$ cat src/hdl/rlm_pkg.sv
// ---------------------------------------------------------------------------
// rlm_pkg
// Shared widths, register codes and reset values of the RMS level meter.
// ---------------------------------------------------------------------------
`default_nettype none

package rlm_pkg;

    // sample format and channel layout
    localparam int SAMPLE_BITS    = 16;
    localparam int PROD_W         = 2 * SAMPLE_BITS;
    localparam int SQ_W           = 2 * SAMPLE_BITS - 1;
    localparam int MAX_CHANNELS   = 8;
    localparam int CH_W           = $clog2(MAX_CHANNELS);
    localparam int NCH_W          = $clog2(MAX_CHANNELS + 1);
    localparam int MAX_FRAMES_DEF = 4096;

    // smoothing
    localparam int W_W    = 17;
    localparam int W_FRAC = 16;
    localparam int W_ONE  = 1 << W_FRAC;
    localparam int SM_W   = 32;
    localparam int ACC_W  = SM_W + W_FRAC;
    localparam int LVL_W  = 16;

    // configuration port
    localparam int CFG_IDX_W  = 2;
    localparam int CFG_DATA_W = W_W;

    localparam logic [CFG_IDX_W-1:0] REG_NUM_CHANNELS  = CFG_IDX_W'(0);
    localparam logic [CFG_IDX_W-1:0] REG_SMOOTH_WEIGHT = CFG_IDX_W'(1);

    localparam logic [NCH_W-1:0] NCH_RESET = NCH_W'(2);
    localparam logic [W_W-1:0]   W_RESET   = W_W'(4588);

endpackage

`default_nettype wire

$ cat src/hdl/rlm_ifs.sv
// ---------------------------------------------------------------------------
// rlm_ifs
// Valid/ready channels of the level meter: samples in, levels out, config.
// ---------------------------------------------------------------------------
`default_nettype none

interface rlm_in_if
    import rlm_pkg::*;
();
    logic                          valid;
    logic                          ready;
    logic signed [SAMPLE_BITS-1:0] sample;
    logic                          buffer_end;

    modport source (output valid, sample, buffer_end, input ready);
    modport sink   (input valid, sample, buffer_end, output ready);
endinterface

interface rlm_out_if
    import rlm_pkg::*;
();
    logic             valid;
    logic             ready;
    logic [CH_W-1:0]  channel;
    logic [LVL_W-1:0] rms_level;
    logic [LVL_W-1:0] smoothed_level;
    logic             overflow;
    logic             last_result;

    modport source (output valid, channel, rms_level, smoothed_level, overflow,
                    last_result, input ready);
    modport sink   (input valid, channel, rms_level, smoothed_level, overflow,
                    last_result, output ready);
endinterface

interface rlm_cfg_if
    import rlm_pkg::*;
();
    logic                  valid;
    logic                  ready;
    logic [CFG_IDX_W-1:0]  index;
    logic [CFG_DATA_W-1:0] data;

    modport source (output valid, index, data, input ready);
    modport sink   (input valid, index, data, output ready);
endinterface

`default_nettype wire

$ cat src/hdl/rlm_div.sv
// ---------------------------------------------------------------------------
// rlm_div
// Bit-serial restoring divider, one quotient bit per cycle.
// ---------------------------------------------------------------------------
`default_nettype none

module rlm_div
    import rlm_pkg::*;
#(
    parameter int DVD_W = SQ_W + $clog2(MAX_FRAMES_DEF + 1),
    parameter int DVS_W = $clog2(MAX_FRAMES_DEF + 1)
) (
    input  wire logic             clk,
    input  wire logic             rst_n,
    input  wire logic             start,
    input  wire logic [DVD_W-1:0] dividend,
    input  wire logic [DVS_W-1:0] divisor,
    output logic                  done,
    output logic [DVD_W-1:0]      quotient
);

    localparam int CNT_W = $clog2(DVD_W + 1);

    logic             busy_reg, busy_next;
    logic             done_reg, done_next;
    logic [CNT_W-1:0] cnt_reg, cnt_next;
    logic [DVD_W-1:0] dvd_reg, dvd_next;   // dividend shifts out, quotient shifts in
    logic [DVS_W-1:0] dvs_reg, dvs_next;
    logic [DVS_W-1:0] rem_reg, rem_next;

    logic [DVS_W:0] trial;
    logic [DVS_W:0] diff;
    logic           ge;

    assign trial = {rem_reg, dvd_reg[DVD_W-1]};
    assign ge    = (trial >= {1'b0, dvs_reg});
    assign diff  = trial - {1'b0, dvs_reg};

    always_comb
    begin
        busy_next = busy_reg;
        done_next = 1'b0;
        cnt_next  = cnt_reg;
        dvd_next  = dvd_reg;
        dvs_next  = dvs_reg;
        rem_next  = rem_reg;
        if (start)
        begin
            busy_next = 1'b1;
            cnt_next  = CNT_W'(DVD_W);
            dvd_next  = dividend;
            dvs_next  = divisor;
            rem_next  = '0;
        end
        else if (busy_reg)
        begin
            dvd_next = {dvd_reg[DVD_W-2:0], ge};
            rem_next = ge ? diff[DVS_W-1:0] : trial[DVS_W-1:0];
            cnt_next = cnt_reg - 1'b1;
            if (cnt_reg == CNT_W'(1))
            begin
                busy_next = 1'b0;
                done_next = 1'b1;
            end
        end
    end

    always_ff @(posedge clk or negedge rst_n)
    begin
        if (!rst_n)
        begin
            busy_reg <= 1'b0;
            done_reg <= 1'b0;
            cnt_reg  <= '0;
        end
        else
        begin
            busy_reg <= busy_next;
            done_reg <= done_next;
            cnt_reg  <= cnt_next;
        end
    end

    always_ff @(posedge clk)
    begin
        dvd_reg <= dvd_next;
        dvs_reg <= dvs_next;
        rem_reg <= rem_next;
    end

    assign done     = done_reg;
    assign quotient = dvd_reg;

endmodule

`default_nettype wire

$ cat src/hdl/rlm_sqrt.sv
// ---------------------------------------------------------------------------
// rlm_sqrt
// Digit-serial integer square root, two radicand bits per cycle.
// ---------------------------------------------------------------------------
`default_nettype none

module rlm_sqrt
    import rlm_pkg::*;
#(
    parameter int RAD_W = SQ_W + $clog2(MAX_FRAMES_DEF + 1),
    parameter int RT_W  = (RAD_W + 1) / 2
) (
    input  wire logic             clk,
    input  wire logic             rst_n,
    input  wire logic             start,
    input  wire logic [RAD_W-1:0] radicand,
    output logic                  done,
    output logic [RT_W-1:0]       root
);

    localparam int PAD_W = 2 * RT_W;
    localparam int CNT_W = $clog2(RT_W + 1);

    logic             busy_reg, busy_next;
    logic             done_reg, done_next;
    logic [CNT_W-1:0] cnt_reg, cnt_next;
    logic [PAD_W-1:0] val_reg, val_next;
    logic [RT_W:0]    rem_reg, rem_next;
    logic [RT_W-1:0]  root_reg, root_next;

    logic [RT_W+2:0] trial_rem;
    logic [RT_W+2:0] trial;
    logic [RT_W+2:0] diff;
    logic            ge;

    assign trial_rem = {rem_reg, val_reg[PAD_W-1 -: 2]};
    assign trial     = {1'b0, root_reg, 2'b01};
    assign ge        = (trial_rem >= trial);
    assign diff      = trial_rem - trial;

    always_comb
    begin
        busy_next = busy_reg;
        done_next = 1'b0;
        cnt_next  = cnt_reg;
        val_next  = val_reg;
        rem_next  = rem_reg;
        root_next = root_reg;
        if (start)
        begin
            busy_next = 1'b1;
            cnt_next  = CNT_W'(RT_W);
            val_next  = PAD_W'(radicand);
            rem_next  = '0;
            root_next = '0;
        end
        else if (busy_reg)
        begin
            val_next  = {val_reg[PAD_W-3:0], 2'b00};
            rem_next  = ge ? diff[RT_W:0] : trial_rem[RT_W:0];
            root_next = {root_reg[RT_W-2:0], ge};
            cnt_next  = cnt_reg - 1'b1;
            if (cnt_reg == CNT_W'(1))
            begin
                busy_next = 1'b0;
                done_next = 1'b1;
            end
        end
    end

    always_ff @(posedge clk or negedge rst_n)
    begin
        if (!rst_n)
        begin
            busy_reg <= 1'b0;
            done_reg <= 1'b0;
            cnt_reg  <= '0;
        end
        else
        begin
            busy_reg <= busy_next;
            done_reg <= done_next;
            cnt_reg  <= cnt_next;
        end
    end

    always_ff @(posedge clk)
    begin
        val_reg  <= val_next;
        rem_reg  <= rem_next;
        root_reg <= root_next;
    end

    assign done = done_reg;
    assign root = root_reg;

endmodule

`default_nettype wire

$ cat src/hdl/rlm_ema.sv
// ---------------------------------------------------------------------------
// rlm_ema
// Exponential smoothing step, weight applied one bit per cycle.
// ---------------------------------------------------------------------------
`default_nettype none

module rlm_ema
    import rlm_pkg::*;
#(
    parameter int RT_W = (SQ_W + $clog2(MAX_FRAMES_DEF + 1) + 1) / 2
) (
    input  wire logic            clk,
    input  wire logic            rst_n,
    input  wire logic            start,
    input  wire logic [SM_W-1:0] level,
    input  wire logic [RT_W-1:0] rms,
    input  wire logic [W_W-1:0]  weight,
    output logic                 done,
    output logic [SM_W-1:0]      level_new
);

    // s' = (s*2^16 + ((rms << 16) - s) * w) >> 16; only bits up to ACC_W
    // matter, so the whole sum is kept modulo 2^ACC_W.
    localparam int CNT_W = $clog2(W_W + 1);

    logic             busy_reg, busy_next;
    logic             done_reg, done_next;
    logic [CNT_W-1:0] cnt_reg, cnt_next;
    logic [ACC_W-1:0] acc_reg, acc_next;
    logic [ACC_W-1:0] step_reg, step_next;
    logic [W_W-1:0]   w_reg, w_next;

    always_comb
    begin
        busy_next = busy_reg;
        done_next = 1'b0;
        cnt_next  = cnt_reg;
        acc_next  = acc_reg;
        step_next = step_reg;
        w_next    = w_reg;
        if (start)
        begin
            busy_next = 1'b1;
            cnt_next  = CNT_W'(W_W);
            acc_next  = {level, W_FRAC'(0)};
            step_next = (ACC_W'(rms) << W_FRAC) - ACC_W'(level);
            w_next    = weight;
        end
        else if (busy_reg)
        begin
            if (w_reg[0])
            begin
                acc_next = acc_reg + step_reg;
            end
            step_next = {step_reg[ACC_W-2:0], 1'b0};
            w_next    = {1'b0, w_reg[W_W-1:1]};
            cnt_next  = cnt_reg - 1'b1;
            if (cnt_reg == CNT_W'(1))
            begin
                busy_next = 1'b0;
                done_next = 1'b1;
            end
        end
    end

    always_ff @(posedge clk or negedge rst_n)
    begin
        if (!rst_n)
        begin
            busy_reg <= 1'b0;
            done_reg <= 1'b0;
            cnt_reg  <= '0;
        end
        else
        begin
            busy_reg <= busy_next;
            done_reg <= done_next;
            cnt_reg  <= cnt_next;
        end
    end

    always_ff @(posedge clk)
    begin
        acc_reg  <= acc_next;
        step_reg <= step_next;
        w_reg    <= w_next;
    end

    assign done      = done_reg;
    assign level_new = acc_reg[ACC_W-1:W_FRAC];

endmodule

`default_nettype wire

$ cat src/hdl/per_channel_rms_level_meter_unit.sv
// ---------------------------------------------------------------------------
// per_channel_rms_level_meter_unit
// Interleaved Q1.15 samples come in one request at a time; each sample's
// square is added to the sum of its channel. A sample flagged buffer_end
// closes the buffer: for every channel in turn the block divides the sum by
// the frame count, takes the square root (rms_level) and folds it into that
// channel's exponentially smoothed level with the Q16 weight smooth_weight.
// One result request per channel follows, last_result on the final one, and
// overflow reports samples dropped once MAX_FRAMES frames were counted.
// A sample is taken in ST_IDLE and added into its channel sum in ST_ACC.
// Closing a buffer runs, for each channel in turn, the bit-serial divider,
// the two-bit-a-cycle square root and the bit-serial weight multiply, which
// run one after the other. No sample is taken while a buffer is being
// closed; the next one is taken as soon as the last result has gone into
// the output register.
// ---------------------------------------------------------------------------
`default_nettype none

module per_channel_rms_level_meter_unit
    import rlm_pkg::*;
#(
    parameter int MAX_FRAMES = MAX_FRAMES_DEF
) (
    input  wire logic  clk,
    input  wire logic  rst_n,
    rlm_cfg_if.sink    cfg,
    rlm_in_if.sink     samples,
    rlm_out_if.source  levels
);

    localparam int FCNT_W = $clog2(MAX_FRAMES + 1);
    localparam int SUM_W  = SQ_W + FCNT_W;
    localparam int RT_W   = (SUM_W + 1) / 2;

    // sequencer states
    localparam logic [2:0] ST_IDLE  = 3'd0;   // waiting for a sample
    localparam logic [2:0] ST_ACC   = 3'd1;   // add square into channel sum
    localparam logic [2:0] ST_START = 3'd2;   // kick off divider for ch_reg
    localparam logic [2:0] ST_DIV   = 3'd3;
    localparam logic [2:0] ST_SQRT  = 3'd4;
    localparam logic [2:0] ST_EMA   = 3'd5;
    localparam logic [2:0] ST_EMIT  = 3'd6;   // hand result to output register

    // configuration
    logic [NCH_W-1:0] nch_cfg_reg;
    logic [W_W-1:0]   w_cfg_reg;
    logic [NCH_W-1:0] nch_eff;
    logic [W_W-1:0]   w_eff;

    // control state
    logic [2:0]        state_reg, state_next;
    logic [CH_W-1:0]   pos_reg, pos_next;
    logic [FCNT_W-1:0] fcnt_reg, fcnt_next;
    logic              ovf_reg, ovf_next;
    logic [CH_W-1:0]   acc_ch_reg, acc_ch_next;
    logic              acc_en_reg, acc_en_next;
    logic              end_reg, end_next;
    logic [CH_W-1:0]   ch_reg, ch_next;
    logic              out_vld_reg, out_vld_next;

    // payload
    logic [SQ_W-1:0]   sq_reg, sq_next;
    logic [FCNT_W-1:0] frames_reg, frames_next;
    logic [W_W-1:0]    wgt_reg, wgt_next;
    logic [CH_W-1:0]   out_ch_reg, out_ch_next;
    logic [LVL_W-1:0]  out_rms_reg, out_rms_next;
    logic [LVL_W-1:0]  out_sm_reg, out_sm_next;
    logic              out_ovf_reg, out_ovf_next;
    logic              out_last_reg, out_last_next;

    // per-channel stores; entries not marked valid read as zero
    logic [SUM_W-1:0]        sums_reg [MAX_CHANNELS];
    logic [MAX_CHANNELS-1:0] sum_vld_reg, sum_vld_next;
    logic [SM_W-1:0]         sm_lvl_reg [MAX_CHANNELS];
    logic [MAX_CHANNELS-1:0] sm_vld_reg, sm_vld_next;

    logic             sum_we;
    logic [SUM_W-1:0] sum_wdata;
    logic [CH_W-1:0]  sum_rd_idx;
    logic [SUM_W-1:0] sum_rd;
    logic [SM_W-1:0]  sm_rd;
    logic             sm_we;

    // sample path
    logic                   take;
    logic [SAMPLE_BITS-1:0] mag;
    logic [PROD_W-1:0]      prod;
    logic [CH_W-1:0]        pos_eff;
    logic                   room;
    logic                   frame_done;

    // finish path
    logic              partial;
    logic [FCNT_W-1:0] frames_sum;
    logic              slot_free;
    logic              is_last;

    // serial units
    logic             div_start, div_done;
    logic [SUM_W-1:0] quotient;
    logic             sqrt_start, sqrt_done;
    logic [RT_W-1:0]  root;
    logic             ema_start, ema_done;
    logic [SM_W-1:0]  level_new;

    // ---------------------------------------------------------------- config
    assign cfg.ready = 1'b1;

    always_ff @(posedge clk or negedge rst_n)
    begin
        if (!rst_n)
        begin
            nch_cfg_reg <= NCH_RESET;
            w_cfg_reg   <= W_RESET;
        end
        else if (cfg.valid)
        begin
            case (cfg.index)
                REG_NUM_CHANNELS:  nch_cfg_reg <= cfg.data[NCH_W-1:0];
                REG_SMOOTH_WEIGHT: w_cfg_reg   <= cfg.data[W_W-1:0];
                default:           ;
            endcase
        end
    end

    // zero counts as one channel, anything above the store depth as full depth
    assign nch_eff = (nch_cfg_reg == '0) ? NCH_W'(1) :
                     (nch_cfg_reg > NCH_W'(MAX_CHANNELS)) ? NCH_W'(MAX_CHANNELS) :
                     nch_cfg_reg;
    assign w_eff   = (w_cfg_reg > W_W'(W_ONE)) ? W_W'(W_ONE) : w_cfg_reg;

    // ----------------------------------------------------------- sample path
    assign samples.ready = (state_reg == ST_IDLE);
    assign take          = samples.valid && samples.ready;

    // most negative code maps to +2^(SAMPLE_BITS-1), which the unsigned view keeps
    assign mag  = samples.sample[SAMPLE_BITS-1] ? (~samples.sample + 1'b1)
                                                : samples.sample;
    assign prod = PROD_W'(mag) * PROD_W'(mag);

    // a channel count lowered mid-frame restarts the frame without counting it
    assign pos_eff    = (NCH_W'(pos_reg) >= nch_eff) ? '0 : pos_reg;
    assign room       = (fcnt_reg < FCNT_W'(MAX_FRAMES));
    assign frame_done = ((NCH_W'(pos_eff) + 1'b1) >= nch_eff);

    // ---------------------------------------------------------------- stores
    assign sum_rd_idx = (state_reg == ST_ACC) ? acc_ch_reg : ch_reg;
    assign sum_rd     = sum_vld_reg[sum_rd_idx] ? sums_reg[sum_rd_idx] : '0;
    assign sm_rd      = sm_vld_reg[ch_reg] ? sm_lvl_reg[ch_reg] : '0;
    assign sum_we     = (state_reg == ST_ACC) && acc_en_reg;
    assign sum_wdata  = sum_rd + SUM_W'(sq_reg);

    always_ff @(posedge clk)
    begin
        if (sum_we)
        begin
            sums_reg[acc_ch_reg] <= sum_wdata;
        end
        if (sm_we)
        begin
            sm_lvl_reg[ch_reg] <= level_new;
        end
    end

    // ----------------------------------------------------------- finish path
    // a started frame counts once, if its samples were taken
    assign partial    = (pos_reg != '0) && room;
    assign frames_sum = fcnt_reg + FCNT_W'(partial);
    assign slot_free  = !out_vld_reg || levels.ready;
    assign is_last    = ((NCH_W'(ch_reg) + 1'b1) == nch_eff);

    assign div_start  = (state_reg == ST_START);
    assign sqrt_start = (state_reg == ST_DIV) && div_done;
    assign ema_start  = (state_reg == ST_SQRT) && sqrt_done;
    assign sm_we      = (state_reg == ST_EMIT) && slot_free;

    rlm_div #(
        .DVD_W (SUM_W),
        .DVS_W (FCNT_W)
    ) u_div (
        .clk      (clk),
        .rst_n    (rst_n),
        .start    (div_start),
        .dividend (sum_rd),
        .divisor  (frames_reg),
        .done     (div_done),
        .quotient (quotient)
    );

    rlm_sqrt #(
        .RAD_W (SUM_W),
        .RT_W  (RT_W)
    ) u_sqrt (
        .clk      (clk),
        .rst_n    (rst_n),
        .start    (sqrt_start),
        .radicand (quotient),
        .done     (sqrt_done),
        .root     (root)
    );

    rlm_ema #(
        .RT_W (RT_W)
    ) u_ema (
        .clk       (clk),
        .rst_n     (rst_n),
        .start     (ema_start),
        .level     (sm_rd),
        .rms       (root),
        .weight    (wgt_reg),
        .done      (ema_done),
        .level_new (level_new)
    );

    // ------------------------------------------------------------- sequencer
    always_comb
    begin
        state_next    = state_reg;
        pos_next      = pos_reg;
        fcnt_next     = fcnt_reg;
        ovf_next      = ovf_reg;
        acc_ch_next   = acc_ch_reg;
        acc_en_next   = acc_en_reg;
        end_next      = end_reg;
        ch_next       = ch_reg;
        sq_next       = sq_reg;
        frames_next   = frames_reg;
        wgt_next      = wgt_reg;
        sum_vld_next  = sum_vld_reg;
        sm_vld_next   = sm_vld_reg;
        out_vld_next  = out_vld_reg && !levels.ready;
        out_ch_next   = out_ch_reg;
        out_rms_next  = out_rms_reg;
        out_sm_next   = out_sm_reg;
        out_ovf_next  = out_ovf_reg;
        out_last_next = out_last_reg;

        if (sum_we)
        begin
            sum_vld_next[acc_ch_reg] = 1'b1;
        end

        case (state_reg)
            ST_IDLE:
            begin
                if (take)
                begin
                    sq_next     = sq_reg;
                    sq_next     = prod[SQ_W-1:0];
                    acc_ch_next = pos_eff;
                    acc_en_next = room;
                    end_next    = samples.buffer_end;
                    pos_next    = frame_done ? '0 : (pos_eff + 1'b1);
                    if (room && frame_done)
                    begin
                        fcnt_next = fcnt_reg + 1'b1;
                    end
                    if (!room)
                    begin
                        ovf_next = 1'b1;
                    end
                    state_next = ST_ACC;
                end
            end
            ST_ACC:
            begin
                if (end_reg)
                begin
                    frames_next = (frames_sum == '0) ? FCNT_W'(1) : frames_sum;
                    wgt_next    = w_eff;
                    ch_next     = '0;
                    state_next  = ST_START;
                end
                else
                begin
                    state_next = ST_IDLE;
                end
            end
            ST_START:
            begin
                state_next = ST_DIV;
            end
            ST_DIV:
            begin
                if (div_done)
                begin
                    state_next = ST_SQRT;
                end
            end
            ST_SQRT:
            begin
                if (sqrt_done)
                begin
                    state_next = ST_EMA;
                end
            end
            ST_EMA:
            begin
                if (ema_done)
                begin
                    state_next = ST_EMIT;
                end
            end
            ST_EMIT:
            begin
                if (slot_free)
                begin
                    sm_vld_next[ch_reg] = 1'b1;
                    out_vld_next  = 1'b1;
                    out_ch_next   = ch_reg;
                    out_rms_next  = root[LVL_W-1:0];
                    out_sm_next   = level_new[SM_W-1 -: LVL_W];
                    out_ovf_next  = ovf_reg;
                    out_last_next = is_last;
                    if (is_last)
                    begin
                        // start a fresh buffer
                        sum_vld_next = '0;
                        fcnt_next    = '0;
                        pos_next     = '0;
                        ovf_next     = 1'b0;
                        state_next   = ST_IDLE;
                    end
                    else
                    begin
                        ch_next    = ch_reg + 1'b1;
                        state_next = ST_START;
                    end
                end
            end
            default:
            begin
                state_next = ST_IDLE;
            end
        endcase
    end

    always_ff @(posedge clk or negedge rst_n)
    begin
        if (!rst_n)
        begin
            state_reg   <= ST_IDLE;
            pos_reg     <= '0;
            fcnt_reg    <= '0;
            ovf_reg     <= 1'b0;
            acc_ch_reg  <= '0;
            acc_en_reg  <= 1'b0;
            end_reg     <= 1'b0;
            ch_reg      <= '0;
            frames_reg  <= FCNT_W'(1);
            sum_vld_reg <= '0;
            sm_vld_reg  <= '0;
            out_vld_reg <= 1'b0;
        end
        else
        begin
            state_reg   <= state_next;
            pos_reg     <= pos_next;
            fcnt_reg    <= fcnt_next;
            ovf_reg     <= ovf_next;
            acc_ch_reg  <= acc_ch_next;
            acc_en_reg  <= acc_en_next;
            end_reg     <= end_next;
            ch_reg      <= ch_next;
            frames_reg  <= frames_next;
            sum_vld_reg <= sum_vld_next;
            sm_vld_reg  <= sm_vld_next;
            out_vld_reg <= out_vld_next;
        end
    end

    always_ff @(posedge clk)
    begin
        sq_reg       <= sq_next;
        wgt_reg      <= wgt_next;
        out_ch_reg   <= out_ch_next;
        out_rms_reg  <= out_rms_next;
        out_sm_reg   <= out_sm_next;
        out_ovf_reg  <= out_ovf_next;
        out_last_reg <= out_last_next;
    end

    assign levels.valid          = out_vld_reg;
    assign levels.channel        = out_ch_reg;
    assign levels.rms_level      = out_rms_reg;
    assign levels.smoothed_level = out_sm_reg;
    assign levels.overflow       = out_ovf_reg;
    assign levels.last_result    = out_last_reg;

    // ------------------------------------------------------------ assertions
    a_fcnt_bound: assert property (@(posedge clk) disable iff (!rst_n)
        fcnt_reg <= FCNT_W'(MAX_FRAMES))
        else $error("frame count beyond MAX_FRAMES");

    a_divisor_nonzero: assert property (@(posedge clk) disable iff (!rst_n)
        (state_reg == ST_START) |-> (frames_reg != '0))
        else $error("zero frame count handed to divider");

    a_channel_in_range: assert property (@(posedge clk) disable iff (!rst_n)
        (state_reg == ST_START) |-> (NCH_W'(ch_reg) < nch_eff))
        else $error("result channel beyond channel count");

    a_buffer_cleared: assert property (@(posedge clk) disable iff (!rst_n)
        (state_reg == ST_EMIT && slot_free && is_last) |=>
            (fcnt_reg == '0 && pos_reg == '0 && sum_vld_reg == '0 && !ovf_reg))
        else $error("accumulators not cleared after last result");

endmodule

`default_nettype wire

$ cat src/flat_wrapper.sv
// flat-port wrapper written by rule: the top's interface ports become plain ports
module per_channel_rms_level_meter_unit_flat import rlm_pkg::*;
#(
    parameter int MAX_FRAMES = MAX_FRAMES_DEF
)
  (clk, rst_n, cfg_valid, cfg_index, cfg_data, cfg_ready, samples_valid, samples_sample, samples_buffer_end, samples_ready, levels_valid, levels_channel, levels_rms_level, levels_smoothed_level, levels_overflow, levels_last_result, levels_ready);
  rlm_cfg_if cfg_i ();
  rlm_in_if samples_i ();
  rlm_out_if levels_i ();
  input  wire logic clk;
  input  wire logic rst_n;
  input wire logic [$bits(cfg_i.valid)-1:0] cfg_valid;
  input wire logic [$bits(cfg_i.index)-1:0] cfg_index;
  input wire logic [$bits(cfg_i.data)-1:0] cfg_data;
  output wire logic [$bits(cfg_i.ready)-1:0] cfg_ready;
  input wire logic [$bits(samples_i.valid)-1:0] samples_valid;
  input wire logic [$bits(samples_i.sample)-1:0] samples_sample;
  input wire logic [$bits(samples_i.buffer_end)-1:0] samples_buffer_end;
  output wire logic [$bits(samples_i.ready)-1:0] samples_ready;
  output wire logic [$bits(levels_i.valid)-1:0] levels_valid;
  output wire logic [$bits(levels_i.channel)-1:0] levels_channel;
  output wire logic [$bits(levels_i.rms_level)-1:0] levels_rms_level;
  output wire logic [$bits(levels_i.smoothed_level)-1:0] levels_smoothed_level;
  output wire logic [$bits(levels_i.overflow)-1:0] levels_overflow;
  output wire logic [$bits(levels_i.last_result)-1:0] levels_last_result;
  input wire logic [$bits(levels_i.ready)-1:0] levels_ready;
  assign cfg_i.valid = cfg_valid;
  assign cfg_i.index = cfg_index;
  assign cfg_i.data = cfg_data;
  assign cfg_ready = cfg_i.ready;
  assign samples_i.valid = samples_valid;
  assign samples_i.sample = samples_sample;
  assign samples_i.buffer_end = samples_buffer_end;
  assign samples_ready = samples_i.ready;
  assign levels_valid = levels_i.valid;
  assign levels_channel = levels_i.channel;
  assign levels_rms_level = levels_i.rms_level;
  assign levels_smoothed_level = levels_i.smoothed_level;
  assign levels_overflow = levels_i.overflow;
  assign levels_last_result = levels_i.last_result;
  assign levels_i.ready = levels_ready;
  per_channel_rms_level_meter_unit #(.MAX_FRAMES(MAX_FRAMES)) u_core (.clk(clk), .rst_n(rst_n), .cfg(cfg_i), .samples(samples_i), .levels(levels_i));
endmodule
$ cat config.mk
export PLATFORM = sky130hd
export DESIGN_NAME = per_channel_rms_level_meter_unit_flat
export DESIGN_NICKNAME = d
export VERILOG_FILES = /design/src/hdl/rlm_pkg.sv /design/src/hdl/rlm_ifs.sv /design/src/hdl/rlm_div.sv /design/src/hdl/rlm_sqrt.sv /design/src/hdl/rlm_ema.sv /design/src/hdl/per_channel_rms_level_meter_unit.sv /design/src/flat_wrapper.sv
export SDC_FILE = /design/constraint.sdc
export NUM_CORES = 2
export LEC_CHECK = 0
export ABC_CLOCK_PERIOD_IN_PS = 6450
export BUFFER_PORTS_ARGS = -buffer_cell sky130_fd_sc_hd__buf_2
export CELL_PAD_IN_SITES_DETAIL_PLACEMENT = 1
export CELL_PAD_IN_SITES_GLOBAL_PLACEMENT = 1
export CORE_MARGIN = 3
export CORE_UTILIZATION = 38
export CTS_BUF_LIST = sky130_fd_sc_hd__clkbuf_8
export DETAILED_ROUTE_END_ITERATION = 6
export PLACE_DENSITY_LB_ADDON = 0.1
export SYNTH_ARGS = -nofsm -noshare
export SYNTH_HDL_FRONTEND = slang
export SYNTH_SLANG_ARGS = --single-unit
$ cat constraint.sdc
create_clock -name clk -period 6.45 [get_ports clk]
set_input_delay 0.3225 -clock clk [delete_from_list [all_inputs] [get_ports clk]]
set_output_delay 0.3225 -clock clk [all_outputs]
set_load 0.02 [all_outputs]
# After elaboration in Yosys (flattened, before gate mapping)
# Memories as Yosys holds them, arrays and structs flattened.
# Cells that the tools add are included.
# word_totals
reg_bits,458
ram_bits,608
inputBits,41
output_inout_bits,40
wordCells,220
n_memories,2
# op_classes
n_addsub,15
multipliers,1
order_cmp,12
eq_ne,21
n_mux,90
n_bitwise,3
reduce_logical,36
# memory_table
name,words,word_bits,rd,rd_clocked_by_memory_dff,write_ports,line,source
u_core.sums_reg,8,44,1,0,1,per_channel_rms_level_meter_unit.sv:72,logic [SUM_W-1:0] sums_reg [MAX_CHANNELS];
u_core.sm_lvl_reg,8,32,1,0,1,per_channel_rms_level_meter_unit.sv:74,logic [SM_W-1:0] sm_lvl_reg [MAX_CHANNELS];
# op_table
op,n
2-to-1 mux 48 bit,5
2-to-1 mux 44 bit,5
2-to-1 mux 13 bit,6
adder 48 bit,1
adder 44 x 31 -> 44 bit,1
2-to-1 mux 3 bit,14
subtractor 38 x 32 -> 39 bit,1
2-to-1 mux 17 bit,2
2-to-1 mux 1 bit,32
2-to-1 mux 32 bit,1
2-to-1 mux 8 bit,4
multiplier 16 x 16 -> 31 bit,1
case mux 13 bit (2 select lines),1
greater-or-equal comparator 25 x 24 -> 1 bit,1
2-to-1 mux 23 bit,1
subtractor 23 bit,1
case mux 3 bit (7 select lines),1
2-to-1 mux 5 bit,4
"greater-than comparator 17 bit, second input constant",1
"adder 16 x 1 -> 16 bit, second input constant",1
2-to-1 mux 16 bit,1
inverter 16 bit,1
OR 8 bit,2
AND reduction 5 bit,3
other kinds (41),87

# Logic depth before layout (Yosys ltp)
# depth
depth_word,11
mapped_depth,33
mapped_depth_nobuf,32

# Hierarchy
# A second synthesis with hierarchy kept.
# hier_totals
hier_cells,4888
area_unflattened_um2,57289.9
# modules_own_cells
module,instances,cells_per_inst,area_each_um2,seq_area_each_um2
per_channel_rms_level_meter_unit,1,3065,38792.2,22768.1
rlm_ema,1,1004,9316.4,3408.3
rlm_sqrt,1,496,5210.0,2397.3
rlm_div,1,323,3971.3,2172.1

# Worst setup path before layout
# No wires, ideal clock.
# synth_path
path_type,input to register
startpoint,in samples_sample[0]
endpoint,reg u_core.sq_reg[27] (data pin)
setup_ps,260
arrival_time_ps,7306
slack_ps,-1117
stages,29
n_path_buf,1
path_cell_list,clkinv_1 clkbuf_1 ha_1 a21boi_0 xor2_1 inv_1 nor2_1 inv_1 fa_1 inv_1 fa_1 inv_1 fa_1 inv_1 fa_1 fa_1 inv_1 fa_1 inv_1 ha_1 and3_1 a221o_1 a311oi_1 o21ai_0 a31oi_1 nor2_1 o21ai_0 mux2i_1 nand2_1
# synth_via
elab_chain_len,4
# synth_lines
item,line,source
"start, declared",flat_wrapper.sv:17,input wire logic [$bits(samples_i.sample)-1:0] samples_sample;
inverter 16 bit,per_channel_rms_level_meter_unit.sv:137,assign mag = samples.sample[SAMPLE_BITS-1] ? (~samples.sample + 1'b1)
adder 16 x 1 -> 16 bit,per_channel_rms_level_meter_unit.sv:137,
2-to-1 mux 16 bit (*),per_channel_rms_level_meter_unit.sv:137,
multiplier 16 x 16 -> 31 bit (*),per_channel_rms_level_meter_unit.sv:139,assign prod = PROD_W'(mag) * PROD_W'(mag);
named net u_core.prod[27],per_channel_rms_level_meter_unit.sv:87,logic [PROD_W-1:0] prod;
"end signal, assigned",per_channel_rms_level_meter_unit.sv:374,sq_reg <= sq_next;
"end, declared",per_channel_rms_level_meter_unit.sv:62,"logic [SQ_W-1:0] sq_reg, sq_next;"
# The timed path passes the listed nets; every way through them passes the cells marked *.
# A chain may end at the register's enable or synchronous reset.

# Final worst setup path
# layout_path
startpoint,in samples_sample[5]
endpoint,reg u_core.sq_reg[26] (data pin)
# Same word-level chain as after synthesis.

==> run_results.csv <==
group,metric,value,unit
timing,final-setup-viol-count,0,
logic_synthesis,synth-edff-count,890,
logic_synthesis,synthesis.instances,5055,
cells_and_area,area_growth,16.4,%
timing,finalCritPeriodShare,99.3,%
setup_path,cp_max_fo,5,
route,detailroute.wirelength.met3,9660,um
worst_hold_path,worstHoldStart,"cfg_data[8]",
status,status,"completed",
die,die_height,393,um
pwr,peak_ir_drop_on_the_vdd_network,0.937,mV
route,dr.pass1.iters,7,
timing,setup_slack,0.0460,ns
route,drt_drc_violations_left,0,
route,routed_via_density,5.31,
setup_path,critical_path_required,7.07,ns
route,dr_total_vias,40400,
die,die_width,393,um
logic_synthesis,synth_top_area_cells,"edfxtp_1, nand2_1, fa_1, ha_1, dfrtp_1",
clock_tree,htree_num_levels,4,
clock_tree,clock_tree.buffer_depth,3,
placed_design,place.detailed.hpwl,117000,um
logic_synthesis,synth_sequential_area_ratio,53.9,%
logic_synthesis,post_synth_most_frequent_cells,"nand2_1, edfxtp_1, inv_1",
placed_design,gp_congestion,0.832,
route,routed_wire_length_per_instance,22.3,um
setup_path,crit_arrival,7.02,ns
setup_path,worstSetupStartpoint,"samples_sample[5]",
timing,maximum_frequency_from_static_timing_analysis,0.156,GHz
route,drt-met1-wl,80500,um
route,detail-route-antenna-nets,0,
global_route,overflow,0,
logic_synthesis,synth_area,57000,um^2
logic_synthesis,syn-mean-instance-area,11.3,um^2
setup_path,max_stage_delay,0.55,ns
global_route,globalRouteTotalUtil,21.8,%
timing,slew_headroom,24.4,%
worst_hold_path,hold_class,"primary input to flop",
cells_and_area,layout-drive-gt1-share,16.8,%
setup_path,r2r_cells,25,
job,maxCapViolations,0,
clock_tree,clock_transition_at_the_registers_of_the_reported_paths,0.06,ns
route,starting_drc_count_in_detailed_routing,2414,
setup_path,start_kind,"primary input",
clock_tree,cts_root_buf,"clkbuf_8",
pwr,power_density_relative_to_cell_area,604,nW/um^2
pwr,total_leakage_power,27.1,nW
die,pin_count,81,
die,rows,141,
setup_path,setup.worst_path.end_class,"flop",
cells_and_area,nFillCells,16000,
logic_synthesis,synth.yosys.warnings,0,
global_route,grt_antenna_before_repair,8,
placed_design,number_of_placed_instances_taps_included,7226,
clock_tree,number_of_clock_buffers_inserted_by_tritoncts,183,
setup_path,crit_type,"primary input to flop",
logic_synthesis,synth.top_cell.area_share,46.9,%
logic_synthesis,ys_seq_elements,1065,
logic_synthesis,most_used_dff_post_synth,"edfxtp_1",
clock_tree,cts_tree,"done",
timing,rsz0062_at_grt,"true",
route,totalWireLength,170000,um
route,met2_length,76400,um
setup_path,timing.critical_path.mode_cell,"fa_1",
route,dr.max_layer_used,"met5",
die,dieArea,155000,um^2
die,core_region_area,148000,um^2
timing,worst_slew_pin_tran,1.13,ns
global_route,grt_pass1_vias,42500,
logic_synthesis,synth.most_common_cell,"nand2_1",
logic_synthesis,synth_area_leader_cell,"edfxtp_1",
timing,report.final.slew_viol_count,0,
logic_synthesis,synth_async_sr_flop_share,9.48,%
clock_tree,clkSinkCount,1065,
timing,final-hold-violation-count,0,
placed_design,detailedPlace.worstSlack,-1.05,ns
global_route,grt_start_max_net_pins,86,
cells_and_area,largest_register_ffs,352,
clock_tree,clk_latency,0.91,ns
cells_and_area,final_net_count,5913,
die,initial_utilization,38.4,%
placed_design,placement.io_buffers,79,
global_route,grt_first_pass_wirelength,261000,um
logic_synthesis,yosys.cell_types.count,98,
setup_path,critical_path.reg2reg.startpoint,"u_core.state_reg[0]",
timing,fin_clk_skew,0.0568,ns
cells_and_area,final-instance-count-excl-fill,7624,
setup_path,timing.critical_path.slowest_stage_cell,"fa_1",
worst_hold_path,hold-path-cell-count,3,
timing,final.min_clock_period,6.40,ns
==> report_power, final <==
part	switching (mW)	leakage (nW)	total (mW)	internal, mW
Clock	2.94	2.05	6.13	3.20
Combinational	13.2	14.6	23.2	10.0
Sequential	0.434	10.4	10.8	10.4
==> path summary, 6_finish.rpt <==
check	slack, ns	endpoint
hold reg to reg	0.45	u_core.u_div.dvs_reg[4]
setup / recovery	0.05	u_core.sq_reg[26]
hold / removal	0.18	u_core.w_cfg_reg[8]
min in group asynchronous	0.63	u_core.w_cfg_reg[8]
setup reg to reg	0.32	u_core.sums_reg[2][40]
max in group asynchronous	4.72	u_core.ch_reg[1]
==> through the flow <==
stage          hold WS [ns]  total power, mW  instance area [um^2]  util [%]  TNS, ns
3_5_place_dp          0.372             33.2                 61900      41.7   -16.55
4_1_cts              0.0608             39.6                 65900      44.4        0
3_3_place_gp          0.370             32.8                 61900      41.7   -12.78
6_report              0.181             40.1                 66400      44.8        0
2_1_floorplan        0.0269             24.9                 57400         -    -2.34
5_1_grt               0.120             43.5                 66400      44.8   -0.907
==> kinds of logic (layout without fill, tap and decap cells) <==
family                     count (synthesis)  count (layout)  synth area share (%)
and+or+nand+nor                         1667            1667                  12.9
DFF                                     1065            1065                  53.9
buffers and inverters                    580            1132                  3.93
other                                      2              17                0.0132
muxes                                    175             175                  3.84
AOI/OAI and AO/OA                        943             943                  10.9
xor gates and xnor gates                 210             210                  3.23
adders and majority gates                413             413                  11.3
==> repair_timing <==
action,CTS,global route
pin swaps,5,75
endpoints found under the setup margin,52,97
gates resized for setup,8,83
hold buffers,28,0
gates cloned,0,1
endpoints found under the hold margin,62,0
buffers inserted,4,18
==> critical path, delay by kind of cell <==
family,cells,cell delay (ns)
AO/OA/AOI/OAI,8,1.36
XOR/XNOR,2,0.28
adder cells (fa/ha/maj),7,3.16
buffers and inverters,9,0.88
AND/OR/NAND/NOR,6,0.99
==> final cells by class <==
type | count | area (um^2) | area share [%]
Inverter | 349 | 1320 | 1.99
Timing Repair Buffer | 440 | 3360 | 5.06
Sequential cell | 1065 | 30800 | 46.3
Antenna cell | 5 | 12.5 | 0.0188
Clock buffer | 199 | 2740 | 4.12
Multi-Input combinational cell | 3420 | 24800 | 37.3
Clock inverter | 144 | 913 | 1.38
Tap cell | 2002 | 2500 | 3.77
==> cells in the final DEF (no fill, tap or decap), types with 30 or more instances in the layout <==
cell,instances
mux4_2,30
and3_1,72
mux2i_1,96
dfrtp_1,88
xnor2_1,126
clkinv_1,46
clkinv_2,30
nand2_1,870
nor3_1,31
a31oi_1,62
dfxtp_1,74
nand2b_1,35
edfxtp_1,890
a21o_1,104
nor2_1,265
o31ai_1,42
nand3_1,138
inv_1,373
nor2b_1,52
fa_1,160
buf_2,76
a311oi_1,42
buf_4,317
clkbuf_8,199
a221oi_1,30
xor2_1,71
o21ai_0,220
o22ai_1,35
mux2_2,47
a21oi_1,174
ha_1,236
==> per-layer routing <==
| metal | vias up | GRT usage [%] |
|---|---|---|
| met5 | - | 0 |
| met4 | 2 | 5.81 |
| met3 | 241 | 4.05 |
| met2 | 898 | 34.0 |
| met1 | 20400 | 31.2 |
| li1 | 18900 | - |
Power figures use the tool's default switching activity.
